File: config.mk
export PLATFORM = sky130hd
export DESIGN_NAME = nucleotide_encode_revcomp
export DESIGN_NICKNAME = d
export VERILOG_FILES = /design/src/hdl/ner_pkg.sv /design/src/hdl/ner_ram.sv /design/src/hdl/ner_seq.sv /design/src/hdl/nucleotide_encode_revcomp.sv
export VERILOG_INCLUDE_DIRS = /design/src /design/src/hdl
export SDC_FILE = /design/constraint.sdc
export NUM_CORES = 1
export LEC_CHECK = 0
export BUFFER_PORTS_ARGS = -buffer_cell sky130_fd_sc_hd__buf_2
export CORE_ASPECT_RATIO = 1.2
export CORE_MARGIN = 1
export CORE_UTILIZATION = 45
export DETAILED_ROUTE_END_ITERATION = 10
export MAX_ROUTING_LAYER = met4
export PLACE_DENSITY = 0.69
export SKIP_LAST_GASP = 1
export SLEW_MARGIN = 5
export SYNTH_ARGS = -nofsm -noshare
export SYNTH_HDL_FRONTEND = slang
export SYNTH_HIERARCHICAL = 1
export SYNTH_SLANG_ARGS = --single-unit
File: constraint.sdc
create_clock -name clk -period 10.57 [get_ports clk]
set_clock_uncertainty 0.2 [all_clocks]
set_input_delay 0.5285 -clock clk [delete_from_list [all_inputs] [get_ports clk]]
set_output_delay 0.5285 -clock clk [all_outputs]
set_load 0.02 [all_outputs]
File: src/hdl/nucleotide_encode_revcomp_assert.svh
// Assertion macros for the nucleotide encoder
`ifndef NUCLEOTIDE_ENCODE_REVCOMP_ASSERT_SVH
`define NUCLEOTIDE_ENCODE_REVCOMP_ASSERT_SVH

// same-cycle implication, clocked on clk, disabled in reset
`define NER_ASSERT_IMP(label, ante, cons, msg) \
    label: assert property (@(posedge clk) disable iff (!rst_n) (ante) |-> (cons)) \
        else $error(msg);

// next-cycle implication, clocked on clk, disabled in reset
`define NER_ASSERT_NXT(label, ante, cons, msg) \
    label: assert property (@(posedge clk) disable iff (!rst_n) (ante) |=> (cons)) \
        else $error(msg);

`endif

File: src/hdl/ner_pkg.sv
// Types and constants shared by the nucleotide encoder modules
package ner_pkg;

    localparam int MAX_LEN       = 256;
    localparam int ADDR_W        = $clog2(MAX_LEN);
    localparam int CNT_W         = $clog2(MAX_LEN + 1);
    localparam int SYM_W         = 3;
    localparam int SYMS_PER_ITEM = 8;
    localparam int SLOT_W        = $clog2(SYMS_PER_ITEM);
    localparam int PACK_W        = SYM_W * SYMS_PER_ITEM;
    localparam int SEQ_LEN_W     = 9;
    localparam int SYM_CNT_W     = 4;
    localparam int REG_IDX_W     = 2;

    localparam logic [REG_IDX_W-1:0] REG_EMIT_FORWARD    = 2'd0;
    localparam logic [REG_IDX_W-1:0] REG_EMIT_REVERSE    = 2'd1;
    localparam logic [REG_IDX_W-1:0] REG_TRIM_PALINDROME = 2'd2;

    typedef struct packed {
        logic [7:0] char_in;
        logic       end_of_seq;
    } in_item_t;

    typedef struct packed {
        logic [PACK_W-1:0]    symbols;
        logic [SYM_CNT_W-1:0] sym_count;
        logic                 strand;
        logic [SEQ_LEN_W-1:0] seq_length;
        logic                 last;
        logic                 truncated;
    } res_item_t;

    typedef struct packed {
        logic emit_forward;
        logic emit_reverse;
        logic trim_palindrome;
    } cfg_t;

    typedef struct packed {
        logic              we;
        logic [ADDR_W-1:0] waddr;
        logic [SYM_W-1:0]  wdata;
        logic [ADDR_W-1:0] raddr_a;
        logic [ADDR_W-1:0] raddr_b;
    } mem_req_t;

endpackage

File: src/hdl/ner_ram.sv
// Symbol buffer: one write port, two registered read ports
module ner_ram #(
    parameter int DEPTH = 256,
    parameter int WIDTH = 3
) (
    input  logic                     clk,
    input  logic                     we,
    input  logic [$clog2(DEPTH)-1:0] waddr,
    input  logic [WIDTH-1:0]         wdata,
    input  logic [$clog2(DEPTH)-1:0] raddr_a,
    input  logic [$clog2(DEPTH)-1:0] raddr_b,
    output logic [WIDTH-1:0]         rdata_a,
    output logic [WIDTH-1:0]         rdata_b
);

    logic [WIDTH-1:0] mem [DEPTH];

    always_ff @(posedge clk)
    begin
        if (we)
        begin
            mem[waddr] <= wdata;
        end
        rdata_a <= mem[raddr_a];
        rdata_b <= mem[raddr_b];
    end

endmodule

File: src/hdl/ner_seq.sv
// Sequencer: loads symbols, runs the pair check and packs the enabled strands
module ner_seq import ner_pkg::*; (
    input  logic             clk,
    input  logic             rst_n,
    input  cfg_t             cfg,
    input  logic             start,
    input  in_item_t         item,
    output logic             busy,
    output mem_req_t         mem_req,
    input  logic [SYM_W-1:0] rdata_a,
    input  logic [SYM_W-1:0] rdata_b,
    output logic             result_valid,
    output res_item_t        result
);

    typedef enum logic [2:0] {
        S_LOAD,
        S_CHECK,
        S_SELECT,
        S_EMIT,
        S_DRAIN
    } state_t;

    state_t            state_reg, state_next;
    logic [CNT_W-1:0]  fill_reg, fill_next;
    logic              ovf_reg, ovf_next;
    logic [CNT_W-1:0]  len_reg, len_next;
    logic [CNT_W-1:0]  idx_reg, idx_next;
    logic              strand_reg, strand_next;
    logic              fail_reg, fail_next;
    logic              chk_vld_reg, chk_vld_next;
    logic              emt_vld_reg, emt_vld_next;
    logic              rd_strand_reg, rd_strand_next;
    logic [SLOT_W-1:0] rd_slot_reg, rd_slot_next;
    logic              rd_end_reg, rd_end_next;
    logic [PACK_W-1:0] pack_reg, pack_next;
    logic              res_vld_reg, res_vld_next;
    res_item_t         res_reg, res_next;

    logic              accept;
    logic [CNT_W-1:0]  fill_after;
    logic [CNT_W-1:0]  half;
    logic [CNT_W-1:0]  mirror;
    logic [CNT_W-1:0]  emit_addr;
    logic [SYM_W-1:0]  sym;
    logic [PACK_W-1:0] pack_cur;

    function automatic logic [SYM_W-1:0] encode(input logic [7:0] c);
        logic [SYM_W-1:0] s;
        case (c) inside
            8'h00:        s = 3'd0;
            8'h41, 8'h61: s = 3'd1;
            8'h43, 8'h63: s = 3'd2;
            8'h47, 8'h67: s = 3'd3;
            8'h54, 8'h74: s = 3'd4;
            default:      s = 3'd5;
        endcase
        return s;
    endfunction

    function automatic logic [SYM_W-1:0] complement(input logic [SYM_W-1:0] x);
        logic [SYM_W-1:0] s;
        if (x >= 3'd1 && x <= 3'd4)
        begin
            s = 3'd5 - x;
        end
        else
        begin
            s = x;
        end
        return s;
    endfunction

    assign busy       = (state_reg != S_LOAD);
    assign accept     = start && !busy;
    assign fill_after = (fill_reg < CNT_W'(MAX_LEN)) ? fill_reg + 1'b1 : fill_reg;
    assign half       = len_reg >> 1;
    assign mirror     = len_reg - 1'b1 - idx_reg;
    assign emit_addr  = strand_reg ? mirror : idx_reg;
    assign sym        = rd_strand_reg ? complement(rdata_a) : rdata_a;
    assign pack_cur   = pack_reg | (PACK_W'(sym) << (SYM_W * rd_slot_reg));

    always_comb
    begin
        state_next     = state_reg;
        fill_next      = fill_reg;
        ovf_next       = ovf_reg;
        len_next       = len_reg;
        idx_next       = idx_reg;
        strand_next    = strand_reg;
        fail_next      = fail_reg;
        chk_vld_next   = 1'b0;
        emt_vld_next   = 1'b0;
        rd_strand_next = rd_strand_reg;
        rd_slot_next   = rd_slot_reg;
        rd_end_next    = rd_end_reg;
        pack_next      = pack_reg;
        res_vld_next   = 1'b0;
        res_next       = res_reg;

        mem_req.we      = 1'b0;
        mem_req.waddr   = fill_reg[ADDR_W-1:0];
        mem_req.wdata   = encode(item.char_in);
        mem_req.raddr_a = idx_reg[ADDR_W-1:0];
        mem_req.raddr_b = mirror[ADDR_W-1:0];

        // results from reads issued in the previous cycle
        if (emt_vld_reg)
        begin
            res_next.symbols    = pack_cur;
            res_next.sym_count  = SYM_CNT_W'(rd_slot_reg) + 1'b1;
            res_next.strand     = rd_strand_reg;
            res_next.seq_length = SEQ_LEN_W'(len_reg);
            res_next.last       = rd_end_reg && (rd_strand_reg || !cfg.emit_reverse);
            res_next.truncated  = ovf_reg;
            if (rd_end_reg || rd_slot_reg == SLOT_W'(SYMS_PER_ITEM - 1))
            begin
                res_vld_next = 1'b1;
                pack_next    = '0;
            end
            else
            begin
                pack_next = pack_cur;
            end
        end

        unique case (state_reg)
            S_LOAD:
            begin
                if (accept)
                begin
                    if (fill_reg < CNT_W'(MAX_LEN))
                    begin
                        mem_req.we = 1'b1;
                    end
                    else
                    begin
                        ovf_next = 1'b1;
                    end
                    fill_next = fill_after;
                    if (item.end_of_seq)
                    begin
                        len_next  = fill_after;
                        idx_next  = '0;
                        fail_next = 1'b0;
                        if (cfg.trim_palindrome && !fill_after[0] && fill_after >= CNT_W'(2))
                        begin
                            state_next = S_CHECK;
                        end
                        else
                        begin
                            state_next = S_SELECT;
                        end
                    end
                end
            end
            S_CHECK:
            begin
                if (chk_vld_reg && ({1'b0, rdata_a} + {1'b0, rdata_b} != 4'd5))
                begin
                    fail_next = 1'b1;
                end
                if (idx_reg < half)
                begin
                    chk_vld_next = 1'b1;
                    idx_next     = idx_reg + 1'b1;
                end
                else if (!chk_vld_reg)
                begin
                    if (!fail_reg)
                    begin
                        len_next = len_reg - 1'b1;
                    end
                    state_next = S_SELECT;
                end
            end
            S_SELECT:
            begin
                idx_next  = '0;
                pack_next = '0;
                if (cfg.emit_forward)
                begin
                    strand_next = 1'b0;
                    state_next  = S_EMIT;
                end
                else if (cfg.emit_reverse)
                begin
                    strand_next = 1'b1;
                    state_next  = S_EMIT;
                end
                else
                begin
                    fill_next  = '0;
                    ovf_next   = 1'b0;
                    state_next = S_LOAD;
                end
            end
            S_EMIT:
            begin
                mem_req.raddr_a = emit_addr[ADDR_W-1:0];
                emt_vld_next    = 1'b1;
                rd_strand_next  = strand_reg;
                rd_slot_next    = idx_reg[SLOT_W-1:0];
                rd_end_next     = (idx_reg == len_reg - 1'b1);
                idx_next        = idx_reg + 1'b1;
                if (idx_reg == len_reg - 1'b1)
                begin
                    idx_next = '0;
                    if (!strand_reg && cfg.emit_reverse)
                    begin
                        strand_next = 1'b1;
                    end
                    else
                    begin
                        state_next = S_DRAIN;
                    end
                end
            end
            S_DRAIN:
            begin
                fill_next  = '0;
                ovf_next   = 1'b0;
                state_next = S_LOAD;
            end
            default:
            begin
                state_next = S_LOAD;
            end
        endcase
    end

    always_ff @(posedge clk or negedge rst_n)
    begin
        if (!rst_n)
        begin
            state_reg   <= S_LOAD;
            fill_reg    <= '0;
            ovf_reg     <= 1'b0;
            chk_vld_reg <= 1'b0;
            emt_vld_reg <= 1'b0;
            res_vld_reg <= 1'b0;
        end
        else
        begin
            state_reg   <= state_next;
            fill_reg    <= fill_next;
            ovf_reg     <= ovf_next;
            chk_vld_reg <= chk_vld_next;
            emt_vld_reg <= emt_vld_next;
            res_vld_reg <= res_vld_next;
        end
    end

    always_ff @(posedge clk)
    begin
        len_reg       <= len_next;
        idx_reg       <= idx_next;
        strand_reg    <= strand_next;
        fail_reg      <= fail_next;
        rd_strand_reg <= rd_strand_next;
        rd_slot_reg   <= rd_slot_next;
        rd_end_reg    <= rd_end_next;
        pack_reg      <= pack_next;
        res_reg       <= res_next;
    end

    assign result_valid = res_vld_reg;
    assign result       = res_reg;

endmodule

File: src/hdl/nucleotide_encode_revcomp.sv
// Top level of the nucleotide encoder with reverse complement output
//
// One character item is taken per cycle while busy is low; each is encoded and
// written to the symbol buffer in that cycle, or dropped once the buffer is full.
// The end-of-sequence item raises busy: with trimming on and an even length of at
// least two, the pair check reads one symbol pair per cycle from the two buffer
// read ports, then each enabled strand is read one symbol per cycle, with a
// select state before them and a drain state after. A result appears every eight
// symbols for one cycle on result_valid and must be taken then; the block cannot
// be stalled. Register writes are meant for idle periods.
`include "nucleotide_encode_revcomp_assert.svh"

module nucleotide_encode_revcomp import ner_pkg::*; (
    input  logic                 clk,
    input  logic                 rst_n,
    input  logic                 start,
    input  in_item_t             item,
    output logic                 busy,
    output logic                 result_valid,
    output res_item_t            result,
    input  logic                 wr_en,
    input  logic [REG_IDX_W-1:0] wr_index,
    input  logic                 wr_data
);

    cfg_t             cfg_reg, cfg_next;
    mem_req_t         mem_req;
    logic [SYM_W-1:0] rdata_a;
    logic [SYM_W-1:0] rdata_b;
    logic             take_mid;
    logic             count_ok;

    always_comb
    begin
        cfg_next = cfg_reg;
        if (wr_en)
        begin
            unique case (wr_index)
                REG_EMIT_FORWARD:    cfg_next.emit_forward    = wr_data;
                REG_EMIT_REVERSE:    cfg_next.emit_reverse    = wr_data;
                REG_TRIM_PALINDROME: cfg_next.trim_palindrome = wr_data;
                default:             cfg_next = cfg_reg;
            endcase
        end
    end

    always_ff @(posedge clk or negedge rst_n)
    begin
        if (!rst_n)
        begin
            cfg_reg <= '{emit_forward: 1'b1, emit_reverse: 1'b1, trim_palindrome: 1'b1};
        end
        else
        begin
            cfg_reg <= cfg_next;
        end
    end

    ner_seq u_seq (
        .clk          (clk),
        .rst_n        (rst_n),
        .cfg          (cfg_reg),
        .start        (start),
        .item         (item),
        .busy         (busy),
        .mem_req      (mem_req),
        .rdata_a      (rdata_a),
        .rdata_b      (rdata_b),
        .result_valid (result_valid),
        .result       (result)
    );

    ner_ram #(
        .DEPTH (MAX_LEN),
        .WIDTH (SYM_W)
    ) u_ram (
        .clk     (clk),
        .we      (mem_req.we),
        .waddr   (mem_req.waddr),
        .wdata   (mem_req.wdata),
        .raddr_a (mem_req.raddr_a),
        .raddr_b (mem_req.raddr_b),
        .rdata_a (rdata_a),
        .rdata_b (rdata_b)
    );

    assign take_mid = start && !busy && !item.end_of_seq;
    assign count_ok = (result.sym_count != 4'd0) && (result.sym_count <= 4'd8);

    `NER_ASSERT_NXT(a_no_result_mid_seq, take_mid, !result_valid, "result after a non-final item")
    `NER_ASSERT_IMP(a_result_in_busy, result_valid, $past(busy), "result while idle")
    `NER_ASSERT_IMP(a_last_ends_busy, result_valid && result.last, !busy, "busy after last result")
    `NER_ASSERT_IMP(a_count_range, result_valid, count_ok, "symbol count out of range")

endmodule

==> results of run 1 <==
[cells in the final DEF, fill, tap and decap left out, drive strengths merged, types with 6 or more instances in the layout]
cell type / count
inv: 37
mux2i: 82
nand2: 75
or2: 8
nor2b: 34
a21o: 27
dfxtp: 30
a221oi: 16
a22o: 11
clkinvlp: 6
xor2: 6
o21ai: 39
bufinv: 12
a31oi: 8
o221ai: 19
edfxtp: 833
xnor2: 22
a21oi: 43
nor3b: 28
nor3: 27
ha: 22
nand3: 51
and2: 8
a22oi: 38
dfrtp: 16
clkbuf: 110
o22ai: 24
clkinv: 30
nand2b: 12
nand4: 14
mux2: 31
nor2: 341
a2111oi: 9
a211oi: 11
mux4: 384
and3: 11
buf: 100
[worst max-delay path, cell delays in order (launching register included)]
cell,delay [ns]
edfxtp_1,0.46
inv_1,0.07
ha_1,0.31
inv_1,0.07
fa_4,1.44
mux2_8,0.70
buf_12,0.59
mux4_2,0.61
mux4_2,0.47
nor2_1,0.10
nor4_1,0.06
nand4b_1,0.34
a221o_1,0.41
[Yosys cell counts, drive strengths merged (4+ instances only)]
master	n	share of area, %
a2111oi	9	0.18
a211oi	11	0.19
a21o	27	0.47
a21oi	43	0.50
a221oi	16	0.33
a22o	11	0.23
a22oi	38	0.67
a311oi	5	0.10
a31oi	8	0.12
and2	8	0.12
and3	11	0.16
buf	103	1.7
clkbuf	93	0.82
dfrtp	16	0.94
dfxtp	30	1.4
edfxtp	833	59
ha	22	0.64
inv	35	0.31
mux2	31	0.82
mux2i	82	1.9
mux4	384	20
nand2	75	0.66
nand2b	12	0.18
nand3	51	0.60
nand3b	4	0.070
nand4	14	0.20
nand4b	4	0.082
nor2	341	3.0
nor2b	34	0.52
nor3	27	0.32
nor3b	28	0.50
nor4	4	0.094
o211ai	5	0.10
o21a	4	0.070
o21ai	39	0.46
o221ai	19	0.39
o22ai	24	0.35
o311ai	5	0.10
or2	8	0.12
or3	4	0.070
or4	4	0.070
xnor2	22	0.45
xor2	6	0.12
[cells by family (layout without fill, tap and decap cells)]
group / after synthesis / after routing
fa+ha+maj: 24 / 24
buf+inv: 233 / 299
compound gates: 291 / 291
simple gates: 630 / 630
xor+xnor: 30 / 30
mux: 497 / 497
flops: 882 / 882
other cells: 0 / 3
[report_power, final]
group / internal (mW) / switching, mW / leakage (nW)
Sequential: 3.94 / 0.128 / 8.80
Clock: 1.89 / 1.33 / 1.43
Combinational: 2.49 / 4.74 / 5.20
[area by class of cell]
type / instances / share of cell area [%]
flip-flops and latches: 882 / 55.5
clock inverters: 48 / 1.20
diodes: 3 / 0.0160
multi-input cells: 1472 / 33.1
well taps: 1250 / 3.32
clock buffers: 110 / 5.08
inverters: 37 / 0.311
repair buffers: 104 / 1.51
[path summary, 6_finish.rpt]
kind / from / slack [ns] / depth (start not counted) / to
worst max-delay path: u_seq/len_reg[0] / 4.32 / 12 / u_ram/rdata_a[1]
worst min-delay path: wr_en / 0.03 / 3 / cfg_reg[0]
worst max register to register: u_seq/len_reg[0] / 4.32 / 12 / u_ram/rdata_a[1]
worst min register to register: u_seq/ovf_reg / 0.27 / 0 / u_seq/result[0]
max in group asynchronous: rst_n / 9.64 / 2 / cfg_reg[2]
min in group asynchronous: rst_n / 0.17 / 2 / u_seq/state_reg[0]
[through the flow]
| stage | total power [mW] | setup WS [ns] | cells |
|---|---|---|---|
| final | 14.5 | 4.32 | 3906 |
| after CTS | 14.4 | 4.45 | 3903 |
| after floorplan | 8.82 | 0.311 | 2587 |
| after global routing | 14.9 | 4.18 | 3904 |
| after detailed placement | 11.2 | 4.45 | 3741 |
| after global placement | 11.1 | 4.45 | 3741 |
[what timing repair did]
item | in CTS | in global routing
hold endpoints to repair | 26 | 0
resized for setup | 0 | 0
hold buffers | 4 | 0
[layer usage]
metal | GRT usage [%] | vias to the layer above | share of wire (%)
li1 | - | 10500 | -
met1 | 29.2 | 13300 | 34
met2 | 42.5 | 1579 | 51
met3 | 4.90 | 376 | 9.3
met4 | 14.1 | 0 | 6.0
met5 | - | - | 0
==> reports/qor.yml, run 1 <==
synth_edf_count: 833
post-cts-setup-buffers: 0
global_route.overflow_total: 0
hold_class: "input pin to register"
largest_reg_flops: 768
die-area_um2: 96200
tightest_slew_ns: 1.33
final-seq-area_um2: 26100
nNetsFinal: 2624
cts_buffers: 87
antenna_found_initial: 1
drc: 0
rsz0062_at_grt: "false"
syn_nets: 2627
grtUsageTotal_pct: 25.6
stdcell_area_um2: 47000
synth_top_family_by_area: "multiplexers"
syn_inst: 2587
syn_area_um2: 42700
grt_max_degree: 257
finalSetupTns_ns: 0
htreeDepth: 3
drt_wl_total_um: 120000
critPathArrivalTime_ns: 6.62
finalCritPeriodShare_pct: 59.1
wl_per_cell_um: 30.6
dieWidth_um: 283
cp-end-kind: "register"
setup_viol: 0
cp_max_fo: 129
status: "complete, no violations"
portBuffers: 57
grt_pass1_wl_um: 177000
cts_tree: "built"
floorplan.rows: 123
ant_nets: 0
slew_headroom_pct: 11.3
coreArea_um2: 93900
seq_area_frac_synth_pct: 61.0
cts_root_buf: "clkbuf_16"
synth.avg_cell_area_um2: 16.5
yosys_warnings: 6
yosysUniqueCellTypes: 80
synth-xor-area-share_pct: 0.679
ios: 58
max_freq_ghz: 0.160
clkSinkCount: 882
whs_ns: 0.0348
synth_compound_area_share_pct: 4.81
multi_input_area_um2: 15600
ir_worst_vdd_uv: 642
path_clk_slew_ns: 0.06
gp_congestion: 0.900
drtPass1Iterations: 6
placed_area_um2: 44000
final_util_pct: 50.1
initial_core_util_pct: 45.5
drt-initial-drc-count: 2936
finalCriticalPeriod_ns: 6.25
ys.flop_type: "edfxtp_1"
dpl.hpwl_um: 76300
max_cap_viol_count: 0
hold_viol: 0
startpoint_type: "register"
powerDensity_nw_per_um2: 309
drive_above_1_share_pct: 25.8
routed_via_density: 6.61
grt_pass1_vias: 26500
synth_simple_gate_area_share_pct: 6.82
synthMuxAreaShare_pct: 23.0
synth_async_sr_flop_share_pct: 2.15
area_growth_pct: 10.1
critPathKind: "register to register"
p_leak_nw: 15.4
cts_buffer_depth: 3
maxSlewViolCount: 0
required_ns: 10.94
synth_fa_ha_area_share_pct: 0.738
die_h_um: 340
fill_cells: 7628
clk_latency_ns: 0.68
via_count: 25800
synth-seq-cells: 882
(Power assumes the default switching activity.)
==> run 2: changes to the inputs <==
Settings changed: PLACE_DENSITY 0.69 to 0.71.
Clock period 10.57 ns to 5.1 ns, I/O delays scaled along.
==> reports/qor.yml, run 2 (same netlist as run 1, synthesis figures left out) <==
hold_class: "input pin to register"
clkSinkCount: 882  # unchanged
grt_pass1_wl_um: 179000  # +1.2%
path_clk_slew_ns: 0.06  # about the same
clk_latency_ns: 0.66  # -0.02 ns
ir_worst_vdd_uv: 679  # +5.8%
setup_viol: 0  # unchanged
placed_cells: 3809  # +1.8%
drt-initial-drc-count: 3361  # +14%
via_count: 26400  # +2.4%
p_leak_nw: 15.8  # +2.7%
grt_max_degree: 256  # -0.39%
nNetsFinal: 2702  # +3.0%
finalCritPeriodShare_pct: 95.9  # +37 points
r2r-start: "u_seq/state_reg[2]"
layout_commonest_cell: "edfxtp_1"
whs_ns: 0.186  # +0.151 ns
status: "complete, no violations"
powerDensity_nw_per_um2: 646  # +110%
die-area_um2: 96200  # unchanged
cts_buffer_depth: 3  # unchanged
coreArea_um2: 93900  # unchanged
floorplan.rows: 123  # unchanged
hp-start: "wr_data"
startpoint_type: "register"
required_ns: 5.45  # -5.49 ns
slew_headroom_pct: 17.5  # +6.2 points
wl_per_cell_um: 30.4  # -0.56%
mostFrequentLayoutCells: "833 x edfxtp_1, 377 x mux4_2, 333 x nor2_1"
critPathArrivalTime_ns: 5.24  # -1.38 ns
max_cap_viol_count: 0  # unchanged
grtUsageTotal_pct: 26.0  # +0.40 points
global_route.overflow_total: 0  # unchanged
ios: 58  # unchanged
cts_tree: "built"
die_h_um: 340  # unchanged
final_util_pct: 50.9  # +0.76 points
htreeDepth: 3  # unchanged
fill_cells: 7555  # -0.96%
cp-end-kind: "register"
largest_reg_flops: 768  # unchanged
drt_wl_total_um: 121000  # +1.5%
grt_pass1_vias: 26600  # +0.48%
total_power_mw: 30.9  # +110%
cp_max_fo: 33  # -74%
rsz0062_at_grt: "false"
max_freq_ghz: 0.204  # +28%
fin_cells: 3986  # +2.0%
finalCriticalPeriod_ns: 4.89  # -1.36 ns
cts_root_buf: "clkbuf_16"
area_growth_pct: 11.7
crit_start: "u_seq/state_reg[2]"
gp_congestion: 1.04  # +16%
drive_above_1_share_pct: 27.2  # +1.4 points
ant_nets: 0  # unchanged
antenna_found_initial: 2  # +1
dpl.hpwl_um: 80600  # +5.6%
maxSlewViolCount: 0  # unchanged
drc: 0  # unchanged
initial_core_util_pct: 45.5  # unchanged
portBuffers: 57  # unchanged
post-cts-setup-buffers: 0  # unchanged
routed_via_density: 6.63  # +0.37%
drtPass1Iterations: 7  # +1
cts_buffers: 88  # +1.1%
tightest_slew_ns: 1.24  # -0.0895 ns
critPathKind: "register to register"
dieWidth_um: 283  # unchanged
hold_viol: 0  # unchanged
==> run 2: cell types whose count changed in the layout (fill, tap and decap cells not counted), moves of 3 or more <==
cell / delta
nand3_2: -6
dlygate4sd3_1: +9
clkinvlp_4: -3
buf_12: +13
buf_4: +55
nand3_1: +5
clkinv_1: +7
==> run 2: worst paths after layout <==
path | depth (start not counted) | slack (ns) | end
max in group asynchronous | 4 | 2.98 | u_seq/emt_vld_reg
hold reg to reg | 2 | 0.28 | u_seq/pack_reg[22]
setup reg to reg | 13 | 0.21 | u_ram/rdata_a[1]
hold / removal | 3 | 0.19 | cfg_reg[0]
setup / recovery | 13 | 0.21 | u_ram/rdata_a[1]
min in group asynchronous | 3 | 0.43 | cfg_reg[0]
==> run 2: repair_timing <==
item / CTS / global route
hold endpoints to repair: 34 / 0
gates resized for setup: 0 / 2
hold buffers: 13 / 0
setup endpoints to repair: 0 / 1
==> run 2: area by class of cell <==
class | count | area (um2) | share of cell area, %
timing repair buffer | 181 | 1470 | 3.09
multi-input combinational | 1472 | 15600 | 32.6
antenna | 1 | 2.50 | 0.00524
clock buffer | 110 | 2390 | 5.00
clock inverter | 53 | 527 | 1.10
inverter | 37 | 146 | 0.307
tap | 1250 | 1560 | 3.27
sequential | 882 | 26100 | 54.6
==> run 2: routing by layer <==
| metal | wire length (um) | global-route usage (%) | up-vias |
|---|---|---|---|
| li1 | - | - | 10700 |
| met4 | 8130 | 15.0 | 0 |
| met2 | 59200 | 41.8 | 1774 |
| met3 | 12800 | 4.71 | 413 |
| met5 | 0 | - | - |
| met1 | 41200 | 30.8 | 13600 |
==> run 2: critical path: stages (launching register included) <==
cell      delay [ns]
dfrtp_1         0.46
nand2b_1        0.25
or2_1           0.35
inv_2           0.19
nand2_1         0.17
o21ai_4         0.73
buf_12          0.30
buf_12          0.30
mux4_2          0.55
mux2i_1         0.33
a21oi_1         0.11
o21ai_0         0.35
a31oi_1         0.14
a221o_1         0.30
==> run 2: report_power, final <==
part	total, mW	switching, mW	internal [mW]
clock	6.59	2.76	3.83
combinational	15.8	9.94	5.91
sequential	8.43	0.266	8.16
total	30.9	13.0	17.9
==> run 2: through the flow <==
stage | setup TNS (ns) | instance area [um2] | setup slack (ns)
after global routing | 0 | 47800 | 0.0685
after detailed placement | 0 | 44700 | 0.123
after global placement | 0 | 44700 | 0.198
after CTS | 0 | 47700 | 0.117
after floorplan | -228.70 | 42800 | -0.893
final | 0 | 47800 | 0.210
